$ cat src/kcl_pkg.sv
// Shared types, codes and default-code tables for the keypad code lock.
`default_nettype none

package kcl_pkg;

    localparam int DIGIT_W   = 4;
    localparam int LEN_W     = 6;
    localparam int OP_W      = 2;
    localparam int STATUS_W  = 3;
    localparam int DEF_A_LEN = 9;
    localparam int DEF_B_LEN = 3;

    localparam logic [OP_W-1:0] OP_DIGIT  = 2'd0;
    localparam logic [OP_W-1:0] OP_UNLOCK = 2'd1;
    localparam logic [OP_W-1:0] OP_STORE  = 2'd2;
    localparam logic [OP_W-1:0] OP_FUNC   = 2'd3;

    localparam logic [STATUS_W-1:0] ST_DIGIT   = 3'd0;
    localparam logic [STATUS_W-1:0] ST_FULL    = 3'd1;
    localparam logic [STATUS_W-1:0] ST_GRANTED = 3'd2;
    localparam logic [STATUS_W-1:0] ST_DENIED  = 3'd3;
    localparam logic [STATUS_W-1:0] ST_STORED  = 3'd4;
    localparam logic [STATUS_W-1:0] ST_IGNORED = 3'd5;

    typedef struct packed {
        logic [OP_W-1:0]    op;
        logic [DIGIT_W-1:0] key_value;
        logic               door_switch;
    } kcl_in_t;

    typedef struct packed {
        logic [STATUS_W-1:0] status;
        logic                code_slot;
        logic [LEN_W-1:0]    entry_length;
    } kcl_out_t;

    // controller -> datapath
    typedef struct packed {
        logic                push;
        logic                walk_init;
        logic                walk;
        logic                walk_copy;
        logic                unlock_fin;
        logic                store_fin;
        logic                emit;
        logic [STATUS_W-1:0] status;
    } kcl_cmd_t;

    // datapath -> controller
    typedef struct packed {
        logic full;
        logic walk_end;
        logic match_a;
        logic match_b;
    } kcl_sts_t;

    // factory code one: 9,8,7,...,1
    function automatic logic [DIGIT_W-1:0] default_a_digit(input logic [LEN_W-1:0] k);
        logic [DIGIT_W-1:0] d;
        d = '0;
        if (k < LEN_W'(DEF_A_LEN))
        begin
            d = DIGIT_W'(LEN_W'(DEF_A_LEN) - k);
        end
        return d;
    endfunction

    // factory code two: 1,2,3
    function automatic logic [DIGIT_W-1:0] default_b_digit(input logic [LEN_W-1:0] k);
        logic [DIGIT_W-1:0] d;
        d = '0;
        if (k < LEN_W'(DEF_B_LEN))
        begin
            d = DIGIT_W'(k + 1'b1);
        end
        return d;
    endfunction

endpackage

`default_nettype wire

$ cat src/keypad_code_lock.sv
// Top level of the keypad code lock: controller and datapath.
//
//  channel  | ports                 | handshake             | beat
//  ---------+-----------------------+-----------------------+---------------------------
//  key in   | start, busy, item     | start && !busy        | op, key_value, door_switch
//  result   | done, result          | done (one cycle)      | status, code_slot, length
//
//  Digit, ignored and function keys: result in the cycle after the beat; busy stays low.
//  Unlock and store: busy while the compare or copy walks one digit per cycle through the
//  entry and code memories; the result appears in the cycle in which busy falls.
//  Reset is asynchronous, active low; codes return to their factory values.
//  The receiver cannot stall: done is a single-cycle strobe.
`default_nettype none

module keypad_code_lock #(
    parameter int MAX_CODE_LEN = 32
) (
    input  wire logic             clk,
    input  wire logic             rst_n,
    input  wire logic             start,
    input  wire kcl_pkg::kcl_in_t item,
    output logic                  busy,
    output logic                  done,
    output kcl_pkg::kcl_out_t     result
);
    import kcl_pkg::*;

    kcl_cmd_t cmd;
    kcl_sts_t sts;

    kcl_ctrl u_ctrl (
        .clk   (clk),
        .rst_n (rst_n),
        .start (start),
        .item  (item),
        .sts   (sts),
        .cmd   (cmd),
        .busy  (busy),
        .done  (done)
    );

    kcl_dp #(
        .MAX_CODE_LEN (MAX_CODE_LEN)
    ) u_dp (
        .clk       (clk),
        .rst_n     (rst_n),
        .key_value (item.key_value),
        .cmd       (cmd),
        .sts       (sts),
        .result    (result)
    );

endmodule

`default_nettype wire

$ cat src/kcl_dp.sv
// Datapath of the keypad code lock: entry and code memories, digit walk, result register.
`default_nettype none

module kcl_dp #(
    parameter int MAX_CODE_LEN = 32
) (
    input  wire logic                           clk,
    input  wire logic                           rst_n,
    input  wire logic [kcl_pkg::DIGIT_W-1:0]    key_value,
    input  wire kcl_pkg::kcl_cmd_t              cmd,
    output kcl_pkg::kcl_sts_t                   sts,
    output kcl_pkg::kcl_out_t                   result
);
    import kcl_pkg::*;

    localparam int CNT_W = $clog2(MAX_CODE_LEN + 1);
    localparam int IDX_W = $clog2(MAX_CODE_LEN);
    localparam logic [CNT_W-1:0] MAX_CNT   = CNT_W'(MAX_CODE_LEN);
    localparam logic [CNT_W-1:0] A_RST_LEN =
        CNT_W'((MAX_CODE_LEN < DEF_A_LEN) ? MAX_CODE_LEN : DEF_A_LEN);
    localparam logic [CNT_W-1:0] B_RST_LEN =
        CNT_W'((MAX_CODE_LEN < DEF_B_LEN) ? MAX_CODE_LEN : DEF_B_LEN);

    logic [DIGIT_W-1:0] entry_mem [MAX_CODE_LEN];
    logic [DIGIT_W-1:0] code_a_mem [MAX_CODE_LEN];
    logic [DIGIT_W-1:0] code_b_mem [MAX_CODE_LEN];

    logic [CNT_W-1:0]   count_reg, count_next;
    logic               slot_reg, slot_next;
    logic [CNT_W-1:0]   len_a_reg, len_b_reg;
    logic               stored_a_reg, stored_b_reg;
    logic [CNT_W-1:0]   idx_reg;
    logic [CNT_W-1:0]   widx_reg;
    logic               pend_reg;
    logic               match_a_reg, match_b_reg;
    logic [DIGIT_W-1:0] e_rd_reg, a_rd_reg, b_rd_reg, a_def_reg, b_def_reg;
    kcl_out_t           result_reg;

    logic [IDX_W-1:0]   rd_addr;
    logic [IDX_W-1:0]   wr_addr;
    logic [DIGIT_W-1:0] a_digit, b_digit;
    logic               issue;
    logic               write_a, write_b;

    assign rd_addr = idx_reg[IDX_W-1:0];
    assign wr_addr = widx_reg[IDX_W-1:0];
    assign issue   = cmd.walk && (idx_reg != count_reg);
    assign a_digit = stored_a_reg ? a_rd_reg : a_def_reg;
    assign b_digit = stored_b_reg ? b_rd_reg : b_def_reg;
    assign write_a = cmd.walk && cmd.walk_copy && pend_reg && !slot_reg;
    assign write_b = cmd.walk && cmd.walk_copy && pend_reg && slot_reg;

    always_comb
    begin
        count_next = count_reg;
        if (cmd.push)
        begin
            count_next = count_reg + 1'b1;
        end
        if (cmd.unlock_fin || cmd.store_fin)
        begin
            count_next = '0;
        end
    end

    always_comb
    begin
        slot_next = slot_reg;
        if (cmd.unlock_fin)
        begin
            if (match_a_reg)
            begin
                slot_next = 1'b0;
            end
            else if (match_b_reg)
            begin
                slot_next = 1'b1;
            end
        end
    end

    always_ff @(posedge clk)
    begin
        if (cmd.push)
        begin
            entry_mem[count_reg[IDX_W-1:0]] <= key_value;
        end
        e_rd_reg <= entry_mem[rd_addr];
    end

    always_ff @(posedge clk)
    begin
        if (write_a)
        begin
            code_a_mem[wr_addr] <= e_rd_reg;
        end
        a_rd_reg <= code_a_mem[rd_addr];
    end

    always_ff @(posedge clk)
    begin
        if (write_b)
        begin
            code_b_mem[wr_addr] <= e_rd_reg;
        end
        b_rd_reg <= code_b_mem[rd_addr];
    end

    always_ff @(posedge clk)
    begin
        a_def_reg <= default_a_digit(LEN_W'(idx_reg));
        b_def_reg <= default_b_digit(LEN_W'(idx_reg));
        widx_reg  <= idx_reg;
        if (cmd.emit)
        begin
            result_reg.status       <= cmd.status;
            result_reg.code_slot    <= slot_next;
            result_reg.entry_length <= LEN_W'(count_next);
        end
    end

    always_ff @(posedge clk or negedge rst_n)
    begin
        if (!rst_n)
        begin
            count_reg    <= '0;
            slot_reg     <= 1'b0;
            len_a_reg    <= A_RST_LEN;
            len_b_reg    <= B_RST_LEN;
            stored_a_reg <= 1'b0;
            stored_b_reg <= 1'b0;
            idx_reg      <= '0;
            pend_reg     <= 1'b0;
            match_a_reg  <= 1'b0;
            match_b_reg  <= 1'b0;
        end
        else
        begin
            count_reg <= count_next;
            slot_reg  <= slot_next;
            if (cmd.walk_init)
            begin
                idx_reg     <= '0;
                pend_reg    <= 1'b0;
                match_a_reg <= (len_a_reg == count_reg);
                match_b_reg <= (len_b_reg == count_reg);
            end
            else if (cmd.walk)
            begin
                pend_reg <= issue;
                if (issue)
                begin
                    idx_reg <= idx_reg + 1'b1;
                end
                if (pend_reg && !cmd.walk_copy)
                begin
                    match_a_reg <= match_a_reg && (a_digit == e_rd_reg);
                    match_b_reg <= match_b_reg && (b_digit == e_rd_reg);
                end
            end
            if (cmd.store_fin)
            begin
                if (slot_reg)
                begin
                    len_b_reg    <= count_reg;
                    stored_b_reg <= 1'b1;
                end
                else
                begin
                    len_a_reg    <= count_reg;
                    stored_a_reg <= 1'b1;
                end
            end
        end
    end

    assign sts.full     = (count_reg == MAX_CNT);
    assign sts.walk_end = (idx_reg == count_reg) && !pend_reg;
    assign sts.match_a  = match_a_reg;
    assign sts.match_b  = match_b_reg;
    assign result       = result_reg;

    a_count_bound: assert property (@(posedge clk) disable iff (!rst_n)
        count_reg <= MAX_CNT)
        else $error("entry count beyond buffer depth");

    a_walk_bound: assert property (@(posedge clk) disable iff (!rst_n)
        cmd.walk |-> idx_reg <= count_reg)
        else $error("walk index ran past entry count");

    a_deny_keeps_slot: assert property (@(posedge clk) disable iff (!rst_n)
        (cmd.unlock_fin && !match_a_reg && !match_b_reg) |=> $stable(slot_reg))
        else $error("slot changed on denied unlock");

endmodule

`default_nettype wire

$ cat src/kcl_ctrl.sv
// Controller of the keypad code lock: key decode, compare and copy sequencing, done strobe.
`default_nettype none

module kcl_ctrl (
    input  wire logic              clk,
    input  wire logic              rst_n,
    input  wire logic              start,
    input  wire kcl_pkg::kcl_in_t  item,
    input  wire kcl_pkg::kcl_sts_t sts,
    output kcl_pkg::kcl_cmd_t      cmd,
    output logic                   busy,
    output logic                   done
);
    import kcl_pkg::*;

    localparam logic [1:0] S_IDLE = 2'd0;
    localparam logic [1:0] S_CMP  = 2'd1;
    localparam logic [1:0] S_COPY = 2'd2;

    logic [1:0] state_reg, state_next;
    logic       done_reg;

    always_comb
    begin
        state_next = state_reg;
        cmd        = '0;
        cmd.status = ST_IGNORED;
        case (state_reg)
            S_IDLE:
            begin
                if (start)
                begin
                    case (item.op)
                        OP_DIGIT:
                        begin
                            cmd.push   = !sts.full;
                            cmd.emit   = 1'b1;
                            cmd.status = sts.full ? ST_FULL : ST_DIGIT;
                        end
                        OP_UNLOCK:
                        begin
                            if (item.door_switch)
                            begin
                                cmd.walk_init = 1'b1;
                                state_next    = S_CMP;
                            end
                            else
                            begin
                                cmd.emit = 1'b1;
                            end
                        end
                        OP_STORE:
                        begin
                            if (!item.door_switch)
                            begin
                                cmd.walk_init = 1'b1;
                                state_next    = S_COPY;
                            end
                            else
                            begin
                                cmd.emit = 1'b1;
                            end
                        end
                        default:
                        begin
                            cmd.emit = 1'b1;
                        end
                    endcase
                end
            end
            S_CMP:
            begin
                cmd.walk = 1'b1;
                if (sts.walk_end)
                begin
                    cmd.unlock_fin = 1'b1;
                    cmd.emit       = 1'b1;
                    cmd.status     = (sts.match_a || sts.match_b) ? ST_GRANTED : ST_DENIED;
                    state_next     = S_IDLE;
                end
            end
            S_COPY:
            begin
                cmd.walk      = 1'b1;
                cmd.walk_copy = 1'b1;
                if (sts.walk_end)
                begin
                    cmd.store_fin = 1'b1;
                    cmd.emit      = 1'b1;
                    cmd.status    = ST_STORED;
                    state_next    = S_IDLE;
                end
            end
            default:
            begin
                state_next = S_IDLE;
            end
        endcase
    end

    always_ff @(posedge clk or negedge rst_n)
    begin
        if (!rst_n)
        begin
            state_reg <= S_IDLE;
            done_reg  <= 1'b0;
        end
        else
        begin
            state_reg <= state_next;
            done_reg  <= cmd.emit;
        end
    end

    assign busy = (state_reg != S_IDLE);
    assign done = done_reg;

    a_unlock_goes_busy: assert property (@(posedge clk) disable iff (!rst_n)
        (!busy && start && item.op == OP_UNLOCK && item.door_switch) |=> (busy && !done))
        else $error("unlock with door switch set did not start a compare");

    a_walk_emits_once: assert property (@(posedge clk) disable iff (!rst_n)
        (busy && cmd.emit) |=> (!busy && done))
        else $error("walk finish did not return to idle with a result");

endmodule

`default_nettype wire

$ cat config.mk
export PLATFORM = sky130hd
export DESIGN_NAME = keypad_code_lock
export DESIGN_NICKNAME = d
export VERILOG_FILES = /design/src/kcl_pkg.sv /design/src/keypad_code_lock.sv /design/src/kcl_dp.sv /design/src/kcl_ctrl.sv
export SDC_FILE = /design/constraint.sdc
export NUM_CORES = 1
export LEC_CHECK = 0
export ABC_AREA = 1
export BUFFER_PORTS_ARGS = -buffer_cell sky130_fd_sc_hd__buf_2
export CORE_UTILIZATION = 45
export DETAILED_ROUTE_END_ITERATION = 8
export PLACE_DENSITY = 0.64
export SLEW_MARGIN = 25
export SYNTH_ARGS = -nofsm -noshare
export SYNTH_HDL_FRONTEND = slang
export SYNTH_SLANG_ARGS = --single-unit
$ cat constraint.sdc
create_clock -name clk -period 6.3 [get_ports clk]
set_input_delay 0.63 -clock clk [delete_from_list [all_inputs] [get_ports clk]]
set_output_delay 0.63 -clock clk [all_outputs]
set_load 0.005 [all_outputs]
==> metrics list <==
* Global-route usage over all layers: 21.15%
- The slowest stage of the critical path is the sky130_fd_sc_hd__dfrtp_4 cell.
- The critical path in this run is classified as reg2reg.
- After clock tree synthesis, the setup repair step added 0 buffers.
* Via count of the first global-routing pass: 12720
- Cell mode on critical path: sky130_fd_sc_hd__nand2_1
- Boundary pin count: 22
- Crit path capture type: flip-flop
- Across the whole layout, storage elements account for 13170 um2.
* Max Cap Violations: 0
- Utilization after layout: 50.89%
- After clock tree synthesis, the repair step resized 0 gates.
* Clk sinks: 452
- Die span in x: 208.9 um
- Minimum period implied by the final worst setup slack: 3210 ps
* Design Area, Final: 21400 um2
- Count of input and output buffers: 21
* Number of endpoints failing setup at the final stage: 0
* Number of inserted diodes: 0
- NetSw: 0.003485 W
- Post-DR wirelength/cell: 18.96 um
- The Yosys step of the flow raised 0 warnings.
- For this design, the CTS-stage hold fixing added 0 buffers.
- In this run the cell area measured after placement is 19680 um2.
* Setup_tns: 0 ps
- The clock network is responsible for 30.8% of the overall power.
- Antenna violations before repair: 0
* Core outline area: 42040 um2
* Beginning of the worst register-to-register path: u_dp.idx_reg[0]
* Worst-path maximum fanout: 62
* Pin count of the biggest net entering global routing: 93
* Number of synthesized flops with an enable pin: 394
* Worst Setup Slack, final: 3090 ps
* Instance count of the mapped netlist: 1827
- Vertical die dimension: 208.9 um
- Switching fraction of total power: 35.54%
- At the end of routability-driven placement, the weighted congestion stood at 0.8283.
- Detailed Route Iter0 Violations: 1064
- Dividing the detail-routed via count by the number of cells gives 5.430.
- STA classifies the critical path startpoint as a flip-flop.
- The clock passes through at most 3 buffers.
- Initial DRT Pass Iterations: 7
* Cell area after synthesis: 19260 um2
- Total via count in the routed design: 12970
- Signed area change from the synthesized netlist to the final layout: 11.10%
* RSZ-0062 raised after global routing: no
- The initial utilization of the core area, before any placement, comes to 45.81%.
- Ratio of cells with drive above 1 in the final layout: 7.734%
* Ordered cell list for the critical path: inv_4, nand2_1, nand2_1, nor2_2, nand3_2, nor2_4, nand2_1, a21oi_1
- For this run, the register share of the synthesized area comes to 68.35%.
- After synthesis the netlist holds a flip-flop and latch count of 452.
- At the later pin of the worst-skew pair, clock insertion delay measures 600 ps.
* Register-to-register setup slack: 3090 ps
- Total count of max-transition violations in the final report: 0
* CTS clock-pin slew for the worst setup and hold paths: 60 ps
- Worst slew margin relative to its limit: 30.14%
* Fin nets: 1836
- Summed over all nets, the half-perimeter wirelength after detailed placement is 27090 um.
- Result of the run: finished clean
- Wirelength, routed: 45280 um
- Max Clock Freq: 0.3116 GHz
- Global routing finished with a remaining overflow of 0.
* Data arrival time of the worst path: 3430 ps
- At the pin with the least slew margin, the transition time is 1048 ps.
- In this run, distinct cell masters in the synthesized netlist total 34.
- Bufs and invs on worst path: 1
- For this run, asynchronously set or reset flops after synthesis account for 7.301%.
- In this run, the combinational gates consume 29.2% of the power.
* Cell internal pwr: 0.006320 W
- In the synthesized netlist the dominant register cell turns out to be sky130_fd_sc_hd__edfxtp_1.
* Length in cells of the worst reg-to-reg path: 8
- Delay contributed by the slowest stage of the critical path: 890 ps
* Clock tree from TritonCTS: done
* Critical path's top delay family: flip-flops
* Full die area: 43630 um2
* Filler Cell Count: 3673
* Static leakage: 7.867 nW
* Footprint of the multi-input gates: 5365 um2
- Share of total power in sequential cells: 40.0%
- Post-route worst hold slack: 105.2 ps
* Root Buffer Master: sky130_fd_sc_hd__clkbuf_16
- Clock tree synthesis inserted a total of 46 buffers.
* Endpoint of the worst register-to-register path: u_dp.result[1]
- The min-delay analysis places its worst path in the category in2async.
- In this run the power density over the cells is 458.2 nW/um2.
- Of the available clock period, the critical path in the final layout requires 50.95%.
- Critical path data required time: 6520 ps
- Counting every net in the synthesized netlist gives 1852.
* Number of rows in the core area: 75
- Antenna violation net count after detailed routing: 0
- On the final layout, the worst clock skew is 26.78 ps.
- For this run, design rule violations remaining after detail routing come to 0.
* Worst vdd rail ir drop: 0.2982 mV
* Number of failing hold endpoints at the final stage: 0
- A synthesized cell averages 10.54 um2.
- At the placement stage, the worst setup path has a slack of 3122 ps.
- Total number of H-tree levels: 2
- The first global-routing pass estimated 70950 um of wire.
## cell families after synthesis
logic type                 after synthesis  share of synthesized area [%]
buffers and inverters                  167                          3.794
other                                    1                        0.01947
xor gates and xnor gates                21                         0.9551
AOI/OAI and AO/OA                      183                          4.866
and+or+nand+nor                        988                          21.04
DFF                                    452                          68.35
adders and majority gates               15                         0.9745
## Yosys cell counts (4+ instances only)
cell                         n  share of area [%]
sky130_fd_sc_hd__inv_2       9               0.18
sky130_fd_sc_hd__dfstp_2     4               0.55
sky130_fd_sc_hd__o21ai_1    20               0.52
sky130_fd_sc_hd__xnor2_1    12               0.55
sky130_fd_sc_hd__o21ai_0   122                3.2
sky130_fd_sc_hd__xor2_1      9               0.41
sky130_fd_sc_hd__nand3_1   166                4.3
sky130_fd_sc_hd__clkbuf_1   39               0.76
sky130_fd_sc_hd__nand2_1   414                8.1
sky130_fd_sc_hd__o211ai_1    6               0.23
sky130_fd_sc_hd__dfrtp_1    29                3.8
sky130_fd_sc_hd__nand4_1    18               0.58
sky130_fd_sc_hd__inv_1      58                1.1
sky130_fd_sc_hd__nor3_1     24               0.62
sky130_fd_sc_hd__buf_6       5               0.29
sky130_fd_sc_hd__ha_1       15               0.97
sky130_fd_sc_hd__buf_4       4               0.16
sky130_fd_sc_hd__a21oi_1    33               0.86
sky130_fd_sc_hd__edfxtp_1  394                 61
sky130_fd_sc_hd__buf_2      41                1.1
sky130_fd_sc_hd__dfxtp_1    25                2.6
sky130_fd_sc_hd__buf_1      10               0.19
sky130_fd_sc_hd__nor2_1    356                6.9
## through the flow
step	std cells	power [W]
5_1_grt	2388	0.01034
6_report	2388	0.009804
3_3_place_gp	2302	0.006797
4_1_cts	2388	0.009852
3_5_place_dp	2302	0.006830
2_1_floorplan	1827	0.005951
## final cells by class
cell class,instances,share of cell area (%)
Tap cell,539,3.152
Sequential cell,452,61.57
Clock inverter,27,2.123
Timing Repair Buffer,35,0.9825
Clock buffer,59,5.889
Inverter,68,1.211
Multi-Input combinational cell,1208,25.08
## per-layer routing
metal	vias up	GRT usage, %	share of wire (%)
met4	0	6.085	2.1
met2	418	34.43	47
met5	-	0	0
met1	6298	28.95	44
met3	65	4.043	6.7
li1	6186	-	-
## power by group through the flow
| stage | Combinational (W) | Clock [W] | Sequential (W) |
|---|---|---|---|
| 4_1_cts | 0.00287 | 0.00306 | 0.00392 |
| 6_report | 0.00286 | 0.00302 | 0.00392 |
| 3_3_place_gp | 0.00282 | 0 | 0.00398 |
| 2_1_floorplan | 0.00197 | 0 | 0.00398 |
| 5_1_grt | 0.00322 | 0.00317 | 0.00395 |
| 3_5_place_dp | 0.00285 | 0 | 0.00398 |
## worst reg2reg max path: cells and delay by family, from the launching register on
family	cells	cell delay [ps]
flops	1	890
compound gates	1	720
buf+inv	1	370
simple gates	6	880
## cell usage in the layout (no fill, tap or decap), drive strengths merged
master,instances
nor3,25
clkinvlp,3
or2,1
nor2,360
o211ai,6
inv,68
nand4,20
conb,1
buf,35
dfrtp,29
xor2,9
a31o,1
clkbuf,59
xnor2,12
dfxtp,25
o21ai,142
a21o,1
a21oi,33
dfstp,4
edfxtp,394
clkinv,14
bufinv,10
nand2,415
nand3,167
ha,15
## how the worst max path moves through the flow
| stage | from | end | slack (ps) | cells past startpoint |
|---|---|---|---|---|
| 2_1_floorplan | u_dp.idx_reg[0] | u_dp.result[0] | 4140 | 10 |
| 3_3_place_gp | u_dp.idx_reg[0] | u_dp.result[2] | 3180 | 8 |
| 3_5_place_dp | u_dp.idx_reg[0] | u_dp.result[3] | 3120 | 8 |
| 4_1_cts | u_dp.idx_reg[0] | u_dp.result[1] | 3110 | 8 |
| 5_1_grt | u_dp.idx_reg[0] | u_dp.result[1] | 2790 | 8 |
| 6_report | u_dp.idx_reg[0] | u_dp.result[1] | 3090 | 8 |
Note: power is estimated with default switching activity, not from simulation.
